--- src/design/afrb_pkg.sv ---
package afrb_pkg;

    localparam int SAMPLE_W    = 16;
    localparam int FIELD_LANES = 4;
    localparam int BLOCK_W     = 7;
    localparam int COUNT_W     = 32;
    localparam int CFG_DATA_W  = 11;
    localparam int CFG_INDEX_W = 2;

    localparam logic [1:0] CMD_WRITE = 2'd0;
    localparam logic [1:0] CMD_READ  = 2'd1;
    localparam logic [1:0] CMD_CHECK = 2'd2;
    localparam logic [1:0] CMD_CLEAR = 2'd3;

    localparam logic [CFG_INDEX_W-1:0] CFG_BUFFER_FRAMES   = 2'd0;
    localparam logic [CFG_INDEX_W-1:0] CFG_CHANNELS_IN_USE = 2'd1;

    localparam logic KIND_READ  = 1'b0;
    localparam logic KIND_CHECK = 1'b1;

    typedef struct packed {
        logic [1:0]                 command;
        logic [BLOCK_W-1:0]         block_frames;
        logic signed [SAMPLE_W-1:0] sample_0;
        logic signed [SAMPLE_W-1:0] sample_1;
        logic signed [SAMPLE_W-1:0] sample_2;
        logic signed [SAMPLE_W-1:0] sample_3;
    } in_item_t;

    typedef struct packed {
        logic                       kind;
        logic signed [SAMPLE_W-1:0] out_sample_0;
        logic signed [SAMPLE_W-1:0] out_sample_1;
        logic signed [SAMPLE_W-1:0] out_sample_2;
        logic signed [SAMPLE_W-1:0] out_sample_3;
        logic                       underflow;
        logic                       write_allowed;
        logic                       last_frame;
        logic [COUNT_W-1:0]         frames_total;
    } out_item_t;

    typedef struct packed {
        logic accept_write;
        logic accept_read;
        logic accept_check;
        logic accept_clear;
        logic advance;
        logic finish;
        logic sweep;
    } ctrl_t;

    typedef struct packed {
        logic block_zero;
        logic last_beat;
        logic sweep_done;
    } stat_t;

endpackage

--- src/design/afrb_ctrl.sv ---
module afrb_ctrl (
    input  logic            clk,
    input  logic            rst_n,
    input  logic            in_valid,
    output logic            in_ready,
    input  logic [1:0]      command,
    output logic            out_valid,
    input  logic            out_ready,
    input  afrb_pkg::stat_t stat,
    output afrb_pkg::ctrl_t ctl
);

    import afrb_pkg::*;

    localparam logic [1:0] ST_CLEAR = 2'd0;
    localparam logic [1:0] ST_IDLE  = 2'd1;
    localparam logic [1:0] ST_SHOW  = 2'd2;

    logic [1:0] state_reg;
    logic [1:0] state_next;
    logic       in_beat;
    logic       out_beat;

    assign in_ready  = (state_reg == ST_IDLE);
    assign out_valid = (state_reg == ST_SHOW);
    assign in_beat   = in_valid && in_ready;
    assign out_beat  = out_valid && out_ready;

    always_comb
    begin
        ctl            = '0;
        ctl.sweep      = (state_reg == ST_CLEAR);
        ctl.advance    = out_beat && !stat.last_beat;
        ctl.finish     = out_beat && stat.last_beat;
        state_next     = state_reg;
        case (state_reg)
            ST_CLEAR:
            begin
                if (stat.sweep_done)
                begin
                    state_next = ST_IDLE;
                end
            end
            ST_IDLE:
            begin
                if (in_beat)
                begin
                    case (command)
                        CMD_WRITE: ctl.accept_write = 1'b1;
                        CMD_READ:
                        begin
                            ctl.accept_read = 1'b1;
                            if (!stat.block_zero)
                            begin
                                state_next = ST_SHOW;
                            end
                        end
                        CMD_CHECK:
                        begin
                            ctl.accept_check = 1'b1;
                            state_next       = ST_SHOW;
                        end
                        CMD_CLEAR:
                        begin
                            ctl.accept_clear = 1'b1;
                            state_next       = ST_CLEAR;
                        end
                        default: state_next = ST_IDLE;
                    endcase
                end
            end
            ST_SHOW:
            begin
                if (ctl.finish)
                begin
                    state_next = ST_IDLE;
                end
            end
            default: state_next = ST_IDLE;
        endcase
    end

    always_ff @(posedge clk or negedge rst_n)
    begin
        if (!rst_n)
        begin
            state_reg <= ST_CLEAR;
        end
        else
        begin
            state_reg <= state_next;
        end
    end

    a_no_overlap: assert property (@(posedge clk) disable iff (!rst_n)
        !(in_ready && out_valid))
        else $error("input and output beats open together");

    a_stall_holds: assert property (@(posedge clk) disable iff (!rst_n)
        (out_valid && !out_ready) |=> out_valid)
        else $error("result dropped while stalled");

    a_sweep_blocks: assert property (@(posedge clk) disable iff (!rst_n)
        (state_reg == ST_CLEAR) |-> (!in_ready && !out_valid))
        else $error("beat open during sweep");

endmodule

--- config.mk ---
export PLATFORM = sky130hd
export DESIGN_NAME = afrb_ctrl
export DESIGN_NICKNAME = d
export VERILOG_FILES = /design/src/design/afrb_pkg.sv /design/src/design/afrb_ctrl.sv
export SDC_FILE = /design/constraint.sdc
export NUM_CORES = 1
export LEC_CHECK = 0
export ABC_CLOCK_PERIOD_IN_PS = 1890
export BUFFER_PORTS_ARGS = -buffer_cell sky130_fd_sc_hd__buf_2
export CORE_AREA = 2 2 39 41
export CTS_CLUSTER_DIAMETER = 120
export DETAILED_ROUTE_END_ITERATION = 16
export DIE_AREA = 0 0 41 43
export PLACE_DENSITY_LB_ADDON = 0.12
export SYNTH_ARGS = -nofsm -noshare
export SYNTH_HDL_FRONTEND = slang
export SYNTH_SLANG_ARGS = --single-unit
--- constraint.sdc ---
create_clock -name clk -period 1.89 [get_ports clk]
set_input_delay 0.2835 -clock clk [delete_from_list [all_inputs] [get_ports clk]]
set_output_delay 0.2835 -clock clk [all_outputs]
set_load 0.05 [all_outputs]
==> reports/results.ini, run 1 <==
[run_status]
status=finished, final reports clean

[timing]
fin_crit_ps=1650
slew_headroom=0.832
rsz0062_at_grt=false
slew_viol_final=0
fin_skew_ps=0.542
max_slew.worst_pin.slew_ps=254
finalHoldViolations=0
finalSetupViolations=0
min_period_over_period=0.871
max_freq_mhz=607

[pwr]
power_density_nw_per_um2=976
leakage_nw=0.190
p_int_mw=0.172
sw_frac_of_total=0.460
switching_power_mw=0.146
power_frac_clock=0.291
p_comb_frac=0.514
power.total_mw=0.319
pwr-share-seq=0.196
peakVddDrop_uv=299

[global_routing]
grt_usage=0.0702
grt_max_degree=8
grt-ovfl-total=0
antenna_found_initial=0
grt_pass1_vias=213
grt_pass1_wl_um=800

[synthesis]
synth_seq_cells=2
synth_area_leader_cell=dfrtp_1
syn_inst=24
synthTopCellsByArea=dfrtp_1 26%, a21oi_1 7.9%, nor2b_4 7.3%
ys_seq_area_frac=0.265
synth_nets=33
synth_area_per_cell_um2=7.87
ys_warn_count=0
synthDistinctLibCells=15
synth.top_cell.area_share=0.265
synth.cell_area_um2=189

[cts]
cts_max_level=1
clk_path_buf_depth=2
cts.sinks=2
tritoncts=done
clk_latency_ps=220
ctsResizeCount=0
clkTransAtPathRegs_ps=30
root_buffer=clkbuf_4
cts_made_buffers=3

[finish]
drive_above_1_share=0.533
largest_reg_flops=2
finish.net_count=56
diodes=0
synthToLayoutAreaGrowth_pct=72.8
final_util=0.236
stdcell_count=61
layout_common_cells=17 x buf_2, 3 x nand2_1, 3 x nor2_1, 3 x a21oi_1, 3 x clkbuf_4
final_common_cell=buf_2

[detailed_routing]
wire_per_inst_um=8.67
m1WireLength_um=182
ant_nets=0
drtIter0Drc=5
highest_layer=met3
post-route-drc-count=0
via_per_inst=3.95
drt_wl_total_um=529
drtPass1Iterations=4
routed-wl-met2_um=327
vias=241
wl_met3_um=19

[worst_setup_path]
reg2reg_to=state_reg[0]
r2r_start=state_reg[1]
worstSetupPathType=reg2out
cp-end-kind=output pin
r2r_slack_ps=880
critPathLaunch=state_reg[1]
r2r_cells=3
critPathLaunchType=register
cp.arrival_ps=1360
crit_path_max_fanout=6
crit_required_ps=1610

[worst_hold_path]
holdCritPathClass=in2async

[die]
die_area_um2=1760
core-area_um2=1380
rows=14
io_pins=18
die_h_um=43
start_util=0.137
die_x_um=41

[place]
globalplace.congestion=0.659
port_buffers=17
dpl.cell_count=57

[run]
cap_violations=0

## kinds of logic (layout without fill, tap and decap cells)
group / after synthesis / after routing / synth area share
simple gates: 15 / 15 / 0.543
flops: 2 / 2 / 0.265
compound gates: 5 / 5 / 0.152
buf+inv: 2 / 23 / 0.0397
## worst max-delay path by stage
stage | end | slack (ps) | cells after the start
finish | ctl[4] | 240 | 4
global route | ctl[4] | 150 | 4
CTS | ctl[4] | 230 | 4
detailed placement | ctl[4] | 470 | 4
global placement | ctl[4] | 500 | 4
floorplan | ctl[5] | -330 | 3
## through the flow
stage | setup WS [ps] | hold slack (ps) | TNS, ps | cell area, um2
6_report | 244 | 378 | 0 | 327
5_1_grt | 150 | 384 | 0 | 327
4_1_cts | 231 | 362 | 0 | 327
3_5_place_dp | 475 | 70.8 | 0 | 294
3_3_place_gp | 504 | 67.5 | 0 | 294
2_1_floorplan | -326 | -12.1 | -653 | 189
## power by group through the flow
stage	clock (mW)	sequential (mW)	combinational (mW)
floorplan	0	0.0604	0.126
global placement	0	0.0638	0.162
detailed placement	0	0.0629	0.164
CTS	0.102	0.0624	0.165
global route	0.104	0.0639	0.177
finish	0.0927	0.0623	0.164
## cells in the mapped netlist
| cell | number |
|---|---|
| nor2_1 | 3 |
| nor2b_4 | 1 |
| nor3_1 | 2 |
| o21ai_1 | 1 |
| and3b_1 | 1 |
| nand2_4 | 1 |
| and2b_4 | 1 |
| and3_1 | 1 |
| inv_1 | 2 |
| nor3b_2 | 1 |
| nor3b_1 | 1 |
| o22a_1 | 1 |
| nand2_1 | 3 |
| dfrtp_1 | 2 |
| a21oi_1 | 3 |
## routing by layer
layer / vias up / track usage
met5: - / 0
met4: 0 / 0.0600
met3: 0 / 0.0157
met2: 4 / 0.113
met1: 111 / 0.0705
li1: 126 / -
## critical path, stage by stage (launching register included)
cell and delay, ps:
dfrtp_1 430, nor2b_4 160, nand2_4 80, nor3b_2 180, buf_2 280
## cell type report
cell class,count,area [um2]
tap,16,20.0
sequential,2,50.0
fill,166,1060
timing repair buffer,18,95.1
inverter,2,7.51
clock buffer,3,22.5
multi-input combinational,20,131
## what timing repair did
action | CTS | global route
setup buffers | 0 | 0
hold buffers | 1 | 0
endpoints found under the hold margin | 2 | 0
Note: power is estimated with default switching activity, not from simulation.
==> run 2: changes to the inputs <==
==> constraint.sdc (replaced) <==
create_clock -name clk -period 1.89 [get_ports clk]
set_input_delay 0.4725 -clock clk [delete_from_list [all_inputs] [get_ports clk]]
set_output_delay 0.4725 -clock clk [all_outputs]
set_load 0.05 [all_outputs]
==> run 2 against run 1 <==
  * Sequential power hardly changed
  * Clock-buffer cell count unchanged
  * Critical path depth stayed put
  * Clock skew grew 4.0 ps
  * Via count is 7.5% lower
  * Maximum frequency fell by 8.9%
  * Final cell count is 1.6% lower
  * First-iteration DRC count decreased by 20%
  * Clock power up 1%
  * Design area rose by 3.4%
  * Sequential share of layout area is 0.51 points lower
  * Highest routed layer unchanged
==> reports/results.ini, run 2 (synthesis gave the netlist of run 1 again) <==
[detailed_routing]
vias=223
drt_wl_total_um=534
drtIter0Drc=4
drtPass1Iterations=4
ant_nets=0
post-route-drc-count=0
via_per_inst=3.72
wire_per_inst_um=8.90

[global_routing]
grt_max_degree=8
antenna_found_initial=0
grt_pass1_wl_um=800
grt-ovfl-total=0
grt_pass1_vias=194
grt_usage=0.0702

[finish]
multi_input_area_um2=150
synthToLayoutAreaGrowth_pct=78.8
stdcell_area_um2=338
largest_reg_flops=2
final_common_cell=buf_2
regArea_um2=50.0
layout_common_cells=16 x buf_2, 4 x clkbuf_4, 3 x nand2_1, 3 x a21oi_1
stdcell_count=60
finish.net_count=55
drive_above_1_share=0.614
fillers=157
diodes=0

[timing]
max_freq_mhz=553
slew_viol_final=0
min_period_over_period=0.956
fin_skew_ps=4.53
hold_slack_ps=25.8
finalSetupTns_ps=0
max_slew.worst_pin.slew_ps=252
finalHoldViolations=0
fin_crit_ps=1810
slew_headroom=0.833
setup_ws_ps=82.4
rsz0062_at_grt=false
finalSetupViolations=0

[worst_setup_path]
cp-end-kind=output pin
crit_required_ps=1420
r2r_slack_ps=870
r2r_cells=3
slowest_stage=dfrtp_1
worstSetupPathType=reg2out
r2r_start=state_reg[1]
cp.arrival_ps=1340
cp_cell_sequence=nor2b_4, nand2_4, nor3b_4, clkbuf_4
worst_path_largest_cell_delay_ps=430
critPathLaunchType=register
crit_path_max_fanout=6
reg2reg_to=state_reg[0]

[cts]
ctsResizeCount=0
root_buffer=clkbuf_4
clk_latency_ps=220
cts_max_level=1
clk_path_buf_depth=2
hold_buffers=0
tritoncts=done
cts_made_buffers=3
cts.sinks=2
post-cts-setup-buffers=0
clkTransAtPathRegs_ps=30

[place]
globalplace.congestion=0.675
port_buffers=17
dpl.cell_count=57
pre_cts_slack_ps=261
dpl-instance-area_um2=313
dpl.hpwl_um=437

[worst_hold_path]
holdCritPathClass=in2async

[run]
cap_violations=0

[die]
start_util=0.137
die_x_um=41
die_area_um2=1760
rows=14
die_h_um=43
core-area_um2=1380
io_pins=18

[pwr]
leakage_nw=0.191
power_density_nw_per_um2=965
peakVddDrop_uv=341

[run_status]
status=finished, final reports clean

run 2: critical path: cells and delay by family, from the launching register on:
| family | cells | cell delay (ps) |
|---|---|---|
| buffers and inverters | 1 | 250 |
| flip-flops | 1 | 430 |
| AND/OR/NAND/NOR | 3 | 440 |
run 2: layout make-up:
cell class	instances	area share
Multi-Input combinational cell	20	0.444
Timing Repair Buffer	17	0.259
Sequential cell	2	0.148
Clock buffer	3	0.0667
Tap cell	16	0.0593
Inverter	2	0.0222
run 2: worst max-delay path by stage:
stage	start	to	slack [ps]	cells past startpoint
5_1_grt	state_reg[1]	ctl[4]	10	4
6_report	state_reg[1]	ctl[4]	80	4
4_1_cts	state_reg[1]	ctl[4]	20	4
2_1_floorplan	state_reg[1]	ctl[5]	-110	3
3_5_place_dp	state_reg[1]	ctl[4]	260	4
3_3_place_gp	state_reg[1]	ctl[4]	280	4
run 2: routing by layer:
layer,vias to the layer above,GRT usage,share of wire
li1,123,-,-
met1,95,0.0833,0.41
met2,5,0.100,0.55
met3,0,0.0157,0.043
met4,0,0.0600,0
met5,-,0,0
run 2: where the power goes:
group / switching, mW / internal [mW] / total, mW
Sequential: 0.0108 / 0.0516 / 0.0624
Clock: 0.0240 / 0.0700 / 0.0940
Combinational: 0.117 / 0.0521 / 0.169
run 2: through the flow:
stage                      util  power, mW
final                     0.244      0.326
after global placement    0.226      0.232
after detailed placement  0.226      0.234
after global routing      0.244      0.350
after floorplan               -      0.193
after CTS                 0.242      0.336
==> run 3: changes to the inputs <==
- ABC_CLOCK_PERIOD_IN_PS: 1890 -> 1800
- TNS_END_PERCENT: default -> 50
- clock period: 1.89 -> 1.8 ns (I/O delays scaled with it)
==> run 3 against run 2 <==
  * First-iteration DRC count fell by 75%
  * Register-to-register slack worse by 80 ps
  * Via count rose by 8.1%
  * Clock-buffer cell count unchanged
  * Worst setup slack got worse by 11 ps
  * Clock power increased by 4.4%
  * Global-route usage rose by 0.31 points
  * Critical endpoint is now ctl[1]
  * Largest cell class unchanged
==> reports/results.ini, run 3 (synthesis gave the netlist of run 1 again) <==
[run_status]
status=finished, final reports clean

[die]
rows=14
core-area_um2=1380
die_area_um2=1760
die_h_um=43
die_x_um=41
start_util=0.137
io_pins=18

[worst_setup_path]
cp.depth=3
r2r_cells=3
worstSetupPathType=reg2out
slowest_stage=dfrtp_1
worst_path_largest_cell_delay_ps=390
critPathLaunchType=register
crit_required_ps=1350
worst-path-buf-inv=1
cp_cell_sequence=and2b_4, and3_1, buf_2
cp.arrival_ps=1280
cp_top_family=simple AND/OR/NAND/NOR gates
cp-end-kind=output pin
crit_path_max_fanout=4

[detailed_routing]
routed-wl-met2_um=335
via_per_inst=3.95
wl_met3_um=27
drtPass1Iterations=2
drt_wl_total_um=539
highest_layer=met3
vias=241
drtIter0Drc=1
m1WireLength_um=176
post-route-drc-count=0
wire_per_inst_um=8.84
ant_nets=0

[place]
globalplace.congestion=0.673
dpl.cell_count=57
pre_cts_slack_ps=198
port_buffers=17
dpl.hpwl_um=457

[global_routing]
grt-ovfl-total=0
antenna_found_initial=0
grt_pass1_wl_um=814
grt_max_degree=8
grt_usage=0.0733
grt_pass1_vias=213

[finish]
synthToLayoutAreaGrowth_pct=88.1
layout_common_cells=15 x buf_2, 4 x clkbuf_4, 3 x nand2_1, 3 x a21oi_1
stdcell_count=61
finish.net_count=56
drive_above_1_share=0.622
final_common_cell=buf_2
diodes=0
largest_reg_flops=2

[pwr]
power.total_mw=0.346
p_int_mw=0.186
power_density_nw_per_um2=973
sw_frac_of_total=0.462
pwr-share-seq=0.191
power_frac_clock=0.284
leakage_nw=0.194
switching_power_mw=0.160
peakVddDrop_uv=345
p_comb_frac=0.526

[timing]
setup_ws_ps=71.9
fin_crit_ps=1730
slew_headroom=0.831
min_period_over_period=0.960
slew_viol_final=0
max_freq_mhz=579
finalHoldViolations=0
finalSetupViolations=0
fin_skew_ps=1.82
max_slew.worst_pin.slew_ps=255

[cts]
cts_max_level=1
clk_path_buf_depth=2
tritoncts=done
post-cts-setup-buffers=0
root_buffer=clkbuf_4
clk_latency_ps=220
clkTransAtPathRegs_ps=30
cts_made_buffers=3
cts.sinks=2

[worst_hold_path]
holdCritPathClass=in2async

[run]
cap_violations=0

==> run 3: cell type report <==
cell class | instances | area [um2]
Tap cell | 16 | 20.0
Multi-Input combinational cell | 20 | 150
Fill cell | 158 | 1030
Clock buffer | 3 | 22.5
Inverter | 2 | 7.51
Sequential cell | 2 | 51.3
Timing Repair Buffer | 18 | 104
==> run 3: metal layers <==
layer | global-route usage | up-vias
li1 | - | 126
met4 | 0.0600 | 0
met1 | 0.0611 | 110
met2 | 0.122 | 5
met3 | 0.0314 | 0
met5 | 0 | -
==> run 3: power by group through the flow <==
stage	Combinational, mW	Sequential, mW	Clock [mW]
floorplan	0.139	0.0634	0
global placement	0.178	0.0667	0
detailed placement	0.180	0.0658	0
CTS	0.182	0.0653	0.107
global route	0.193	0.0672	0.111
finish	0.182	0.0660	0.0981
==> run 3: worst paths after layout <==
kind,startpoint,endpoint,slack (ps)
min reg2reg,state_reg[0],state_reg[0],540
max in group asynchronous,rst_n,state_reg[1],1160
min in group clk,state_reg[0],state_reg[0],540
min,rst_n,state_reg[1],540
max reg2reg,state_reg[1],state_reg[0],790
max,state_reg[0],ctl[1],70
==> run 3: worst reg2reg max path, cell delays in order, from the launching register on <==
cell     delay [ps]
dfrtp_2         430
nor2b_4         150
nand2_4         100
o22a_1          220
==> run 3: what timing repair did <==
action | in CTS | in global routing
pin swaps | 0 | 1
endpoints found under the hold margin | 2 | 0
gates resized for setup | 1 | 3
hold buffers | 1 | 0
setup endpoints to repair | 1 | 4
==> run 3: through the flow <==
| step | hold slack, ps | util | instance area [um2] | setup TNS, ps |
|---|---|---|---|---|
| global route | 534 | 0.257 | 355 | -2.67 |
| CTS | 525 | 0.251 | 348 | 0 |
| global placement | 234 | 0.226 | 313 | 0 |
| finish | 538 | 0.257 | 355 | 0 |
| detailed placement | 237 | 0.226 | 313 | 0 |
| floorplan | 154 | - | 208 | -407 |
